===== src/rtl/bgd_pkg.sv =====
// ----------------------------------------------------------------------------
// bgd_pkg: shared types and constants for the batch gradient descent trainer
// Batch size, register indexes and reset values, sequencer states and the
// saturation helpers used by the datapath.
// ----------------------------------------------------------------------------
package bgd_pkg;

  // Batch size must be a power of two: the average is an arithmetic shift.
  localparam int BATCH_SIZE  = 4;
  localparam int BATCH_SHIFT = $clog2(BATCH_SIZE);
  localparam int CNT_W       = (BATCH_SIZE > 2) ? $clog2(BATCH_SIZE) : 1;

  localparam int CFG_IDX_W  = 2;
  localparam int CFG_DATA_W = 32;

  localparam logic [CFG_IDX_W-1:0] REG_LEARN_RATE    = 2'd0;
  localparam logic [CFG_IDX_W-1:0] REG_INIT_WEIGHT_A = 2'd1;
  localparam logic [CFG_IDX_W-1:0] REG_INIT_WEIGHT_B = 2'd2;

  localparam logic [15:0] LR_RESET     = 16'd6554;
  localparam logic [31:0] INIT_A_RESET = 32'd262144;
  localparam logic [31:0] INIT_B_RESET = 32'd196608;

  localparam int MUL_A_W = 33;
  localparam int MUL_B_W = 17;
  localparam int PROD_W  = MUL_A_W + MUL_B_W;

  typedef enum logic [3:0] {
    S_IDLE,
    S_PA,
    S_PB,
    S_PRED,
    S_ERR,
    S_GA,
    S_GB,
    S_ACCB,
    S_UPD_LO,
    S_UPD_HI,
    S_UPD_SUM,
    S_UPD_W,
    S_OUT
  } state_e;

  function automatic logic signed [31:0] sat32(input logic signed [63:0] v);
    logic signed [63:0] hi;
    logic signed [63:0] lo;
    hi = 64'sh0000_0000_7FFF_FFFF;
    lo = -64'sh0000_0000_8000_0000;
    if (v > hi) begin
      sat32 = 32'sh7FFF_FFFF;
    end else if (v < lo) begin
      sat32 = 32'sh8000_0000;
    end else begin
      sat32 = v[31:0];
    end
  endfunction

  function automatic logic signed [47:0] sat48(input logic signed [63:0] v);
    logic signed [63:0] hi;
    logic signed [63:0] lo;
    hi = 64'sh0000_7FFF_FFFF_FFFF;
    lo = -64'sh0000_8000_0000_0000;
    if (v > hi) begin
      sat48 = 48'sh7FFF_FFFF_FFFF;
    end else if (v < lo) begin
      sat48 = 48'sh8000_0000_0000;
    end else begin
      sat48 = v[47:0];
    end
  endfunction

endpackage


===== src/rtl/bgd_if.sv =====
// ----------------------------------------------------------------------------
// bgd_if: valid/ready channels of the batch gradient descent trainer
// Sample channel (two features and a target) and result channel (weights
// and batch number).
// ----------------------------------------------------------------------------
interface bgd_in_if;
  logic               valid;
  logic               ready;
  logic signed [15:0] feature_a;
  logic signed [15:0] feature_b;
  logic signed [15:0] target;

  modport source (output valid, output feature_a, output feature_b, output target,
                  input ready);
  modport sink   (input valid, input feature_a, input feature_b, input target,
                  output ready);
endinterface

interface bgd_out_if;
  logic               valid;
  logic               ready;
  logic signed [31:0] weight_a_out;
  logic signed [31:0] weight_b_out;
  logic        [15:0] batch_number;

  modport source (output valid, output weight_a_out, output weight_b_out,
                  output batch_number, input ready);
  modport sink   (input valid, input weight_a_out, input weight_b_out,
                  input batch_number, output ready);
endinterface


===== src/rtl/bgd_mul.sv =====
// ----------------------------------------------------------------------------
// bgd_mul: shared signed multiplier with registered product
// One 33x17 signed product per cycle; the product is registered and appears in the next cycle.
// ----------------------------------------------------------------------------
module bgd_mul (
  input  logic                                clk_i,
  input  logic signed [bgd_pkg::MUL_A_W-1:0]  a_i,
  input  logic signed [bgd_pkg::MUL_B_W-1:0]  b_i,
  output logic signed [bgd_pkg::PROD_W-1:0]   prod_o
);

  logic signed [bgd_pkg::PROD_W-1:0] prod_d;
  logic signed [bgd_pkg::PROD_W-1:0] prod_q;

  assign prod_d = bgd_pkg::PROD_W'(a_i) * bgd_pkg::PROD_W'(b_i);

  always_ff @(posedge clk_i) begin
    prod_q <= prod_d;
  end

  assign prod_o = prod_q;

endmodule


===== src/rtl/batch_gradient_descent_linreg.sv =====
// ----------------------------------------------------------------------------
// batch_gradient_descent_linreg: two-weight linear model trained in batches
// Samples (feature_a, feature_b, target, Q8.8) arrive on in_i. Each sample
// adds its squared-error gradients into two 48-bit sums using the weights
// held for the batch. After BATCH_SIZE samples the weights (Q16.16) are
// stepped by learn_rate times the average gradient, saturated, and sent on
// res_o together with the count of finished batches.
// One shared 33x17 multiplier does every product, so a sample occupies the
// datapath from S_PA to S_ACCB and in_i.ready returns only in S_IDLE: a new
// sample is not taken before the last is through. The last sample of a batch
// then runs S_UPD_LO..S_UPD_W per weight and S_OUT for the result load.
// The result sits in an output register; the next sample is accepted while
// it waits. If the previous result is still untaken when a new one is due,
// the sequencer holds until res_o.ready.
// Configuration writes (cfg_we_i, cfg_idx_i, cfg_data_i) must go in while idle,
// unchecked by the block; writing an initial weight replaces that weight at once.
// Reset sets learn_rate 0.1, weights 4.0 and 3.0, clears the sums, the
// sample count and the batch count, and drops res_o.valid.
// ----------------------------------------------------------------------------
module batch_gradient_descent_linreg (
  input  logic                                 clk_i,
  input  logic                                 rst_ni,
  input  logic                                 cfg_we_i,
  input  logic [bgd_pkg::CFG_IDX_W-1:0]        cfg_idx_i,
  input  logic [bgd_pkg::CFG_DATA_W-1:0]       cfg_data_i,
  bgd_in_if.sink                               in_i,
  bgd_out_if.source                            res_o
);

  bgd_pkg::state_e state_q, state_d;

  logic        [15:0]               lr_q;
  logic signed [31:0]               wa_q, wa_d;
  logic signed [31:0]               wb_q, wb_d;
  logic signed [47:0]               sum_a_q, sum_a_d;
  logic signed [47:0]               sum_b_q, sum_b_d;
  logic        [bgd_pkg::CNT_W-1:0] cnt_q, cnt_d;
  logic        [15:0]               batches_q, batches_d;
  logic                             lane_q, lane_d;

  logic signed [15:0]               x1_q, x2_q, y_q;
  logic signed [47:0]               acc_q, acc_d;
  logic signed [31:0]               err_q, err_d;

  logic                             out_valid_q, out_valid_d;
  logic signed [31:0]               out_wa_q, out_wb_q;
  logic        [15:0]               out_bn_q;

  logic signed [bgd_pkg::MUL_A_W-1:0] mul_a;
  logic signed [bgd_pkg::MUL_B_W-1:0] mul_b;
  logic signed [bgd_pkg::PROD_W-1:0]  prod;

  logic                             in_take;
  logic                             out_load;
  logic                             last_sample;
  logic signed [47:0]               avg;
  logic signed [42:0]               grad2;
  logic signed [63:0]               dsum;
  logic signed [31:0]               w_sel;

  bgd_mul u_mul (
    .clk_i  (clk_i),
    .a_i    (mul_a),
    .b_i    (mul_b),
    .prod_o (prod)
  );

  assign in_take     = in_i.valid && in_i.ready;
  assign out_load    = (state_q == bgd_pkg::S_OUT) && (!out_valid_q || res_o.ready);
  assign last_sample = (cnt_q == bgd_pkg::CNT_W'(bgd_pkg::BATCH_SIZE - 1));
  assign avg         = (lane_q ? sum_b_q : sum_a_q) >>> bgd_pkg::BATCH_SHIFT;
  assign grad2       = {prod[bgd_pkg::PROD_W-1:8], 1'b0};
  assign dsum        = (64'(prod) <<< 24) + 64'(acc_q);
  assign w_sel       = lane_q ? wb_q : wa_q;

  // next state
  always_comb begin
    state_d = state_q;
    case (state_q)
      bgd_pkg::S_IDLE:    if (in_i.valid) state_d = bgd_pkg::S_PA;
      bgd_pkg::S_PA:      state_d = bgd_pkg::S_PB;
      bgd_pkg::S_PB:      state_d = bgd_pkg::S_PRED;
      bgd_pkg::S_PRED:    state_d = bgd_pkg::S_ERR;
      bgd_pkg::S_ERR:     state_d = bgd_pkg::S_GA;
      bgd_pkg::S_GA:      state_d = bgd_pkg::S_GB;
      bgd_pkg::S_GB:      state_d = bgd_pkg::S_ACCB;
      bgd_pkg::S_ACCB:    state_d = last_sample ? bgd_pkg::S_UPD_LO : bgd_pkg::S_IDLE;
      bgd_pkg::S_UPD_LO:  state_d = bgd_pkg::S_UPD_HI;
      bgd_pkg::S_UPD_HI:  state_d = bgd_pkg::S_UPD_SUM;
      bgd_pkg::S_UPD_SUM: state_d = bgd_pkg::S_UPD_W;
      bgd_pkg::S_UPD_W:   state_d = lane_q ? bgd_pkg::S_OUT : bgd_pkg::S_UPD_LO;
      bgd_pkg::S_OUT:     if (out_load) state_d = bgd_pkg::S_IDLE;
      default:            state_d = bgd_pkg::S_IDLE;
    endcase
  end

  // outputs and datapath
  always_comb begin
    in_i.ready  = (state_q == bgd_pkg::S_IDLE);
    mul_a       = '0;
    mul_b       = '0;
    wa_d        = wa_q;
    wb_d        = wb_q;
    sum_a_d     = sum_a_q;
    sum_b_d     = sum_b_q;
    cnt_d       = cnt_q;
    batches_d   = batches_q;
    lane_d      = lane_q;
    acc_d       = acc_q;
    err_d       = err_q;
    out_valid_d = out_valid_q && !res_o.ready;
    case (state_q)
      bgd_pkg::S_PA: begin
        mul_a = 33'(wa_q);
        mul_b = 17'(x1_q);
      end
      bgd_pkg::S_PB: begin
        mul_a = 33'(wb_q);
        mul_b = 17'(x2_q);
        acc_d = 48'(signed'(prod[bgd_pkg::PROD_W-1:8]));
      end
      bgd_pkg::S_PRED: begin
        acc_d = acc_q + 48'(signed'(prod[bgd_pkg::PROD_W-1:8]));
      end
      bgd_pkg::S_ERR: begin
        err_d = bgd_pkg::sat32(64'(signed'({y_q, 8'b0})) - 64'(acc_q));
      end
      bgd_pkg::S_GA: begin
        mul_a = 33'(err_q);
        mul_b = 17'(x1_q);
      end
      bgd_pkg::S_GB: begin
        mul_a   = 33'(err_q);
        mul_b   = 17'(x2_q);
        sum_a_d = bgd_pkg::sat48(64'(sum_a_q) - 64'(grad2));
      end
      bgd_pkg::S_ACCB: begin
        sum_b_d = bgd_pkg::sat48(64'(sum_b_q) - 64'(grad2));
        cnt_d   = last_sample ? '0 : cnt_q + 1'b1;
        lane_d  = 1'b0;
      end
      bgd_pkg::S_UPD_LO: begin
        mul_a = {9'b0, avg[23:0]};
        mul_b = {1'b0, lr_q};
      end
      bgd_pkg::S_UPD_HI: begin
        mul_a = 33'(signed'(avg[47:24]));
        mul_b = {1'b0, lr_q};
        acc_d = prod[47:0];
      end
      bgd_pkg::S_UPD_SUM: begin
        acc_d = dsum[63:16];
      end
      bgd_pkg::S_UPD_W: begin
        if (lane_q) begin
          wb_d = bgd_pkg::sat32(64'(w_sel) - 64'(acc_q));
        end else begin
          wa_d = bgd_pkg::sat32(64'(w_sel) - 64'(acc_q));
        end
        lane_d = 1'b1;
      end
      bgd_pkg::S_OUT: begin
        if (out_load) begin
          out_valid_d = 1'b1;
          sum_a_d     = '0;
          sum_b_d     = '0;
          batches_d   = batches_q + 16'd1;
        end
      end
      default: begin
      end
    endcase
    if (cfg_we_i && cfg_idx_i == bgd_pkg::REG_INIT_WEIGHT_A) begin
      wa_d = cfg_data_i;
    end
    if (cfg_we_i && cfg_idx_i == bgd_pkg::REG_INIT_WEIGHT_B) begin
      wb_d = cfg_data_i;
    end
  end

  always_ff @(posedge clk_i or negedge rst_ni) begin
    if (!rst_ni) begin
      state_q     <= bgd_pkg::S_IDLE;
      lr_q        <= bgd_pkg::LR_RESET;
      wa_q        <= bgd_pkg::INIT_A_RESET;
      wb_q        <= bgd_pkg::INIT_B_RESET;
      sum_a_q     <= '0;
      sum_b_q     <= '0;
      cnt_q       <= '0;
      batches_q   <= '0;
      lane_q      <= 1'b0;
      out_valid_q <= 1'b0;
    end else begin
      state_q     <= state_d;
      wa_q        <= wa_d;
      wb_q        <= wb_d;
      sum_a_q     <= sum_a_d;
      sum_b_q     <= sum_b_d;
      cnt_q       <= cnt_d;
      batches_q   <= batches_d;
      lane_q      <= lane_d;
      out_valid_q <= out_valid_d;
      if (cfg_we_i && cfg_idx_i == bgd_pkg::REG_LEARN_RATE) begin
        lr_q <= cfg_data_i[15:0];
      end
    end
  end

  always_ff @(posedge clk_i) begin
    acc_q <= acc_d;
    err_q <= err_d;
    if (in_take) begin
      x1_q <= in_i.feature_a;
      x2_q <= in_i.feature_b;
      y_q  <= in_i.target;
    end
    if (out_load) begin
      out_wa_q <= wa_q;
      out_wb_q <= wb_q;
      out_bn_q <= batches_q + 16'd1;
    end
  end

  assign res_o.valid        = out_valid_q;
  assign res_o.weight_a_out = out_wa_q;
  assign res_o.weight_b_out = out_wb_q;
  assign res_o.batch_number = out_bn_q;

  assert property (@(posedge clk_i) disable iff (!rst_ni)
    (state_q == bgd_pkg::S_OUT) |-> lane_q)
    else $error("result stage reached before both weights were updated");

  assert property (@(posedge clk_i) disable iff (!rst_ni)
    out_load |=> (sum_a_q == '0 && sum_b_q == '0 && cnt_q == '0))
    else $error("gradient sums not cleared after a batch");

  assert property (@(posedge clk_i) disable iff (!rst_ni)
    out_load |=> (batches_q == $past(batches_q) + 16'd1 && res_o.batch_number == batches_q))
    else $error("batch number out of step with the result");

  assert property (@(posedge clk_i) disable iff (!rst_ni)
    (state_q == bgd_pkg::S_ACCB && !last_sample) |=> (cnt_q == $past(cnt_q) + 1'b1))
    else $error("sample count did not advance");

endmodule

===== src/flat_wrapper.sv =====
// flat-port wrapper written by rule: the top's interface ports become plain ports
module batch_gradient_descent_linreg_flat 
  (clk_i, rst_ni, cfg_we_i, cfg_idx_i, cfg_data_i, in_i_valid, in_i_feature_a, in_i_feature_b, in_i_target, in_i_ready, res_o_valid, res_o_weight_a_out, res_o_weight_b_out, res_o_batch_number, res_o_ready);
  bgd_in_if in_i_i ();
  bgd_out_if res_o_i ();
  input  logic clk_i;
  input  logic rst_ni;
  input  logic cfg_we_i;
  input  logic [bgd_pkg::CFG_IDX_W-1:0] cfg_idx_i;
  input  logic [bgd_pkg::CFG_DATA_W-1:0] cfg_data_i;
  input wire logic [$bits(in_i_i.valid)-1:0] in_i_valid;
  input wire logic [$bits(in_i_i.feature_a)-1:0] in_i_feature_a;
  input wire logic [$bits(in_i_i.feature_b)-1:0] in_i_feature_b;
  input wire logic [$bits(in_i_i.target)-1:0] in_i_target;
  output wire logic [$bits(in_i_i.ready)-1:0] in_i_ready;
  output wire logic [$bits(res_o_i.valid)-1:0] res_o_valid;
  output wire logic [$bits(res_o_i.weight_a_out)-1:0] res_o_weight_a_out;
  output wire logic [$bits(res_o_i.weight_b_out)-1:0] res_o_weight_b_out;
  output wire logic [$bits(res_o_i.batch_number)-1:0] res_o_batch_number;
  input wire logic [$bits(res_o_i.ready)-1:0] res_o_ready;
  assign in_i_i.valid = in_i_valid;
  assign in_i_i.feature_a = in_i_feature_a;
  assign in_i_i.feature_b = in_i_feature_b;
  assign in_i_i.target = in_i_target;
  assign in_i_ready = in_i_i.ready;
  assign res_o_valid = res_o_i.valid;
  assign res_o_weight_a_out = res_o_i.weight_a_out;
  assign res_o_weight_b_out = res_o_i.weight_b_out;
  assign res_o_batch_number = res_o_i.batch_number;
  assign res_o_i.ready = res_o_ready;
  batch_gradient_descent_linreg u_core (.clk_i(clk_i), .rst_ni(rst_ni), .cfg_we_i(cfg_we_i), .cfg_idx_i(cfg_idx_i), .cfg_data_i(cfg_data_i), .in_i(in_i_i), .res_o(res_o_i));
endmodule

===== config.mk =====
export PLATFORM = sky130hd
export DESIGN_NAME = batch_gradient_descent_linreg_flat
export DESIGN_NICKNAME = d
export VERILOG_FILES = /design/src/rtl/bgd_pkg.sv /design/src/rtl/bgd_if.sv /design/src/rtl/bgd_mul.sv /design/src/rtl/batch_gradient_descent_linreg.sv /design/src/flat_wrapper.sv
export SDC_FILE = /design/constraint.sdc
export NUM_CORES = 2
export LEC_CHECK = 0
export ABC_AREA = 0
export BUFFER_PORTS_ARGS = -buffer_cell sky130_fd_sc_hd__buf_4
export CAP_MARGIN = 40
export CELL_PAD_IN_SITES_DETAIL_PLACEMENT = 0
export CELL_PAD_IN_SITES_GLOBAL_PLACEMENT = 2
export CORE_ASPECT_RATIO = 1.1
export CORE_MARGIN = 2
export CORE_UTILIZATION = 40
export DETAILED_ROUTE_END_ITERATION = 8
export PLACE_DENSITY_LB_ADDON = 0.1
export SKIP_CTS_REPAIR_TIMING = 1
export SLEW_MARGIN = 20
export SYNTH_ARGS = -nofsm -noshare
export SYNTH_HDL_FRONTEND = slang
export SYNTH_SLANG_ARGS = --single-unit

===== constraint.sdc =====
create_clock -name clk_i -period 9 [get_ports clk_i]
set_clock_uncertainty 0.1 [all_clocks]
set_input_delay 0.9 -clock clk_i [delete_from_list [all_inputs] [get_ports clk_i]]
set_output_delay 0.9 -clock clk_i [all_outputs]
set_load 0.05 [all_outputs]

After elaboration in Yosys (flattened, before gate mapping)
Index checks and enable logic that the tools add are counted.
- register bits after elaboration: 458
- input port bits: 87
- output and inout port bits: 82
- word-level logic and storage cells: 112
- $add $sub $neg: 8
- $mul: 1
- $lt $le $gt $ge: 8
- equal/unequal tests: 18
- multiplexer cells: 30
- reduce and logical (&&, ||, !) cells: 28
- operator list (cell ; number):
    $mux 32 ; 10
    $mux 48 ; 6
    $pmux 48 s2 ; 2
    $pmux 48 s4 ; 1
    $pmux 33 s5 ; 1
    $gt 64x32->1 const B ; 2
    $gt 64x48->1 const B ; 2
    $lt 64x32->1 const B ; 2
    $lt 64x48->1 const B ; 2
    $sub 48x43->49 ; 2
    $add 64x48->64 ; 1
    $pmux 4 s13 ; 1
    $pmux 17 s3 ; 1
    $mul 33x17->50 ; 1
    $sub 24x48->49 ; 1
    $sub 32x48->49 ; 1
    $add 48x42->48 ; 1
    $eq 4x4->1 const B ; 5
    $add 16x1->16 const B ; 1
    $eq 4x3->1 const B ; 4
    $mux 4 ; 3
    $reduce_and 2->1 ; 6
    $reduce_bool 2->1 ; 6
    $eq 4x2->1 const B ; 2
    17 further kinds ; 29

Depth between registers and ports, before layout
- depth after elaboration: 8
- mapped depth: 35
- gate-level depth less buffers: 32

By module
From an unflattened synthesis, not the netlist that was laid out.
- cells, all modules: 5735
- area, all modules: 52805.6 um^2
- by module, submodules not included (module ; instances ; cells each ; area each (um^2) ; sequential area each (um^2)):
    batch_gradient_descent_linreg ; 1 ; 3581 ; 32713.9 ; 11213.3
    bgd_mul ; 1 ; 2154 ; 20091.8 ; 1001.0

Least setup slack after synthesis
OpenSTA, ideal clock, no wires.
- kind: register to register
- from: register u_core.state_q[0]
- to: register u_core.u_mul.prod_q, in the netlist u_core.u_mul.prod_o[44]
- library setup time: 126 ps
- arrival time: 8061 ps
- required time: 8774 ps
- path slack: 713 ps
- cell stages (with the launch flop): 32
- path buffers: 4
- period minus slack after synthesis: 8287 ps
- cells stage by stage: dfrtp_1 clkbuf_1 nand2b_1 clkbuf_1 nor3_1 clkbuf_1 clkbuf_1 a221o_1 a21oi_1 nor2_1 fa_1 inv_1 fa_1 fa_1 inv_1 fa_1 fa_1 inv_1 fa_1 inv_1 ha_1 a21o_1 a221oi_1 o21ai_0 o21ai_0 o221ai_1 a311o_1 a31o_1 a21o_1 nand3_1 a31oi_1 xor2_1
- cells in the longest elaborated chain, start to end: 4
- elaborated cells between the ends (all ways): 13
- those cells by class: mul: 1; eq/ne: 6; mux: 2; reduce/logical: 4
- ends and longest elaborated chain (what ; RTL line ; RTL):
    start, declared ; batch_gradient_descent_linreg.sv:30 ; bgd_pkg::state_e state_q, state_d;
    start signal, assigned ; batch_gradient_descent_linreg.sv:183 ; state_q <= bgd_pkg::S_IDLE;
    start signal, assigned ; batch_gradient_descent_linreg.sv:194 ; state_q <= state_d;
    $eq 4x3->1 (tied with other cells) ; batch_gradient_descent_linreg.sv:112 ; case (state_q)
    $reduce_or 2->1 (no source line) ; - ;
    $pmux 33 s5 / $pmux 17 s3 (equally long branches) ; batch_gradient_descent_linreg.sv:112 ;
    $mul 33x17->50 (*) ; bgd_mul.sv:15 ; assign prod_d = bgd_pkg::PROD_W'(a_i) * bgd_pkg::PROD_W'(b_i);
    via u_core.u_mul.prod_d (one bit) ; bgd_mul.sv:12 ; logic signed [bgd_pkg::PROD_W-1:0] prod_d;
    end signal, assigned ; bgd_mul.sv:18 ; prod_q <= prod_d;
    end, declared ; bgd_mul.sv:13 ; logic signed [bgd_pkg::PROD_W-1:0] prod_q;
The timed path passes the listed nets; every way through them passes the cells marked *.
A chain may end at the register's enable or synchronous reset.

Worst setup path after layout
- from: register u_core.lane_q
- to: register u_core.u_mul.prod_q, in the netlist u_core.u_mul.prod_o[45]
- cells in the longest elaborated chain, start to end: 3
- ends and longest elaborated chain (what ; RTL line ; RTL):
    start, declared ; batch_gradient_descent_linreg.sv:39 ; logic lane_q, lane_d;
    start signal, assigned ; batch_gradient_descent_linreg.sv:201 ; lane_q <= lane_d;
    $mux 48 ; batch_gradient_descent_linreg.sv:71 ; assign avg = (lane_q ? sum_b_q : sum_a_q) >>> bgd_pkg::BATCH_SHIFT;
    $pmux 33 s5 ; batch_gradient_descent_linreg.sv:112 ;
    $mul 33x17->50 ; bgd_mul.sv:15 ;
    via u_core.u_mul.prod_d (one bit) ; bgd_mul.sv:12 ;
The timed path passes the listed nets, and every way through them passes these cells.

==> impl_metrics.py <==
metrics = {
    "die": {
        "core_area_um2": 130000,
        "pin_count": 169,
        "die_x_um": 349,
        "start_util_pct": 40.2,
        "die-area_um2": 134000,
        "die_y_um": 384,
        "rows": 139,
    },
    "sta": {
        "worstMarginPinSlew_ns": 0.927,
        "setup_violations": 0,
        "fin_crit_ns": 8.65,
        "slew_headroom_pct": 38.1,
        "fin_ws_ns": 0.348,
        "slew_viol_final": 0,
        "clock.fmax_mhz": 116,
        "rsz0062_at_grt": "false",
        "post-route-period-util_pct": 96.1,
        "hold_viol": 0,
        "holdWs_ns": 0.101,
        "timing.setup.tns_ns": 0,
    },
    "yosys": {
        "syn-mean-instance-area_um2": 9.04,
        "mappedNetlistArea_um2": 52400,
        "synth_seq_cells": 456,
        "yosys_warnings": 0,
        "yosysSeqAreaShare_pct": 23.3,
        "yosysMostFrequentCell": "inv_1",
        "synth_top_area_cell": "fa_1",
        "synth_top_area_share_pct": 20.3,
        "syn_inst": 5799,
        "syn_nets": 6804,
        "synth_flop_cell": "edfxtp_1",
        "synth_edf_count": 208,
        "synth_common_cells": "inv_1, fa_1, nor2_1",
        "synthArstFlopShare_pct": 43.4,
        "synth.area.top_cells": "fa_1, edfxtp_1, ha_1",
        "yosysUniqueCellTypes": 92,
    },
    "clocking": {
        "cts_buffer_depth": 3,
        "worstSkewPairLatency_ns": 0.73,
        "cts_root_buf": "clkbuf_16",
        "cts_tree": "yes",
        "htree_levels": 2,
        "clkTransAtPathRegs_ns": 0.07,
        "numCtsBuffers": 56,
        "clock_sinks": 456,
    },
    "global_routing": {
        "grtUsageTotal_pct": 31.9,
        "overflow": 0,
        "grt_pass1_vias": 44980,
        "grt_pass1_wl_um": 313000,
        "grt_max_degree": 111,
        "antenna_found_initial": 13,
    },
    "worst_setup_path": {
        "ff2ff_path_depth": 32,
        "crit_type": "reg2reg",
        "required_ns": 9.46,
        "critPathMaxFanout": 23,
        "endpoint_kind": "flip-flop",
        "critPathLaunchType": "flip-flop",
        "worstPathArrival_ns": 9.11,
        "reg2reg_slack_ns": 0.35,
        "critPathMaxStageDelay_ns": 0.58,
        "worst_path_max_delay_cell": "dfrtp_4",
        "cp_common_cell": "fa_1",
    },
    "place": {
        "io_buffers": 168,
        "place_area_um2": 56400,
        "dp_hpwl_um": 173000,
        "gp_congestion": 0.981,
        "pre_cts_slack_ns": -0.231,
    },
    "outcome": {
        "outcome": "finished clean",
    },
    "drt": {
        "viasPerCell": 5.91,
        "firstDrtPassIters": 8,
        "remaining_drc_errors": 0,
        "routedWlPerCell_um": 28.1,
        "ant_nets": 0,
        "vias": 45356,
        "wl_um": 216000,
        "drt-initial-drc-count": 3995,
    },
    "finish": {
        "final_nets": 6935,
        "area_delta_synth_final_pct": 11.7,
        "fin_area_um2": 58500,
        "drive_above_1_share_pct": 10.2,
    },
    "hold_path": {
        "hold_path.class": "in2async",
    },
    "flow_run": {
        "maxCapViolations": 0,
    },
}
[worst max-delay path, delay by kind of cell, from the launching register on]
family,cells,cell delay (ns)
buffers and inverters,8,1.03
and+or+nand+nor,5,0.52
AOI/OAI and AO/OA,10,2.21
adders and majority gates,7,3.42
xor gates and xnor gates,1,0.15
muxes,1,0.46
DFF,1,0.58
[cell families after synthesis]
| logic type | share of synthesized area, % |
|---|---|
| compound gates | 18.7 |
| mux | 2.19 |
| fa+ha+maj | 29.5 |
| buf+inv | 7.05 |
| flops | 23.3 |
| simple gates | 14.0 |
| xor+xnor | 5.28 |
[cell type report]
cell class | count | area, um2
fill | 12895 | 71700
multi-input combinational | 4365 | 36700
sequential | 456 | 12200
timing repair buffer | 345 | 2770
inverter | 706 | 2650
tap | 1692 | 2120
clock buffer | 66 | 1530
clock inverter | 40 | 500
antenna | 5 | 12.5
[per-stage QoR]
step           cells  util [%]
2_1_floorplan   5799         -
3_3_place_gp    7555      43.2
3_5_place_dp    7561      43.3
4_1_cts         7667      44.9
5_1_grt         7670      44.9
6_report        7675      44.9
[sequential cells by signal, summed over array words and instances (netlist names), 16 cells and up]
name and count:
u_core.u_mul.prod_o 50, u_core.acc_q 48, u_core.sum_a_q 47, u_core.sum_b_q 47
u_core.err_q 32, u_core.res_o.weight_a_out 32, u_core.res_o.weight_b_out 32, u_core.wa_q 32
u_core.wb_q 32, u_core.batches_q 16, u_core.lr_q 16, u_core.res_o.batch_number 16
u_core.x1_q 16, u_core.x2_q 16, u_core.y_q 16
[routing by layer]
layer,GRT usage (%),wire (um)
met4,11.6,9320
met1,42.7,90900
met2,52.5,102000
met5,0,57
met3,4.53,13900
[worst paths after layout]
path,startpoint,to
min in group clk_i,in_i_target[0],u_core.y_q[0]
max in group asynchronous,rst_ni,u_core.wb_q[26]
setup reg to reg,u_core.lane_q,u_core.u_mul.prod_o[45]
hold reg to reg,u_core.sum_a_q[1],u_core.sum_a_q[1]
hold / removal,rst_ni,u_core.batches_q[3]
setup / recovery,u_core.lane_q,u_core.u_mul.prod_o[45]
[layout by cell type, fill, tap and decap left out, types with 15 or more instances in the layout]
master     count
and4_1        17
nand2b_1      62
o21ai_0      188
nand3_1      120
dfxtp_1       50
a21o_1       254
xor2_1       121
a222oi_1      43
nand2_1      476
o31ai_1       23
a221o_1      116
nor2_1       499
fa_1         531
clkbuf_16     59
edfxtp_1     208
or3_1         16
a22oi_1       15
and3_1        99
a211oi_1      29
o21bai_1      49
o21ai_1       71
a221oi_1      16
o211ai_1      23
buf_4        326
mux2_2        76
a31oi_1       75
o21a_1        36
a21oi_1      373
xnor2_1      195
nor3_1        45
mux2i_1       26
dfrtp_1      187
nand4_1       92
nor2b_1       39
and2_1        27
inv_1        705
ha_1         387
Power is not shown: default switching activity piles up to over one toggle a cycle in this logic, so the estimate is an artifact.
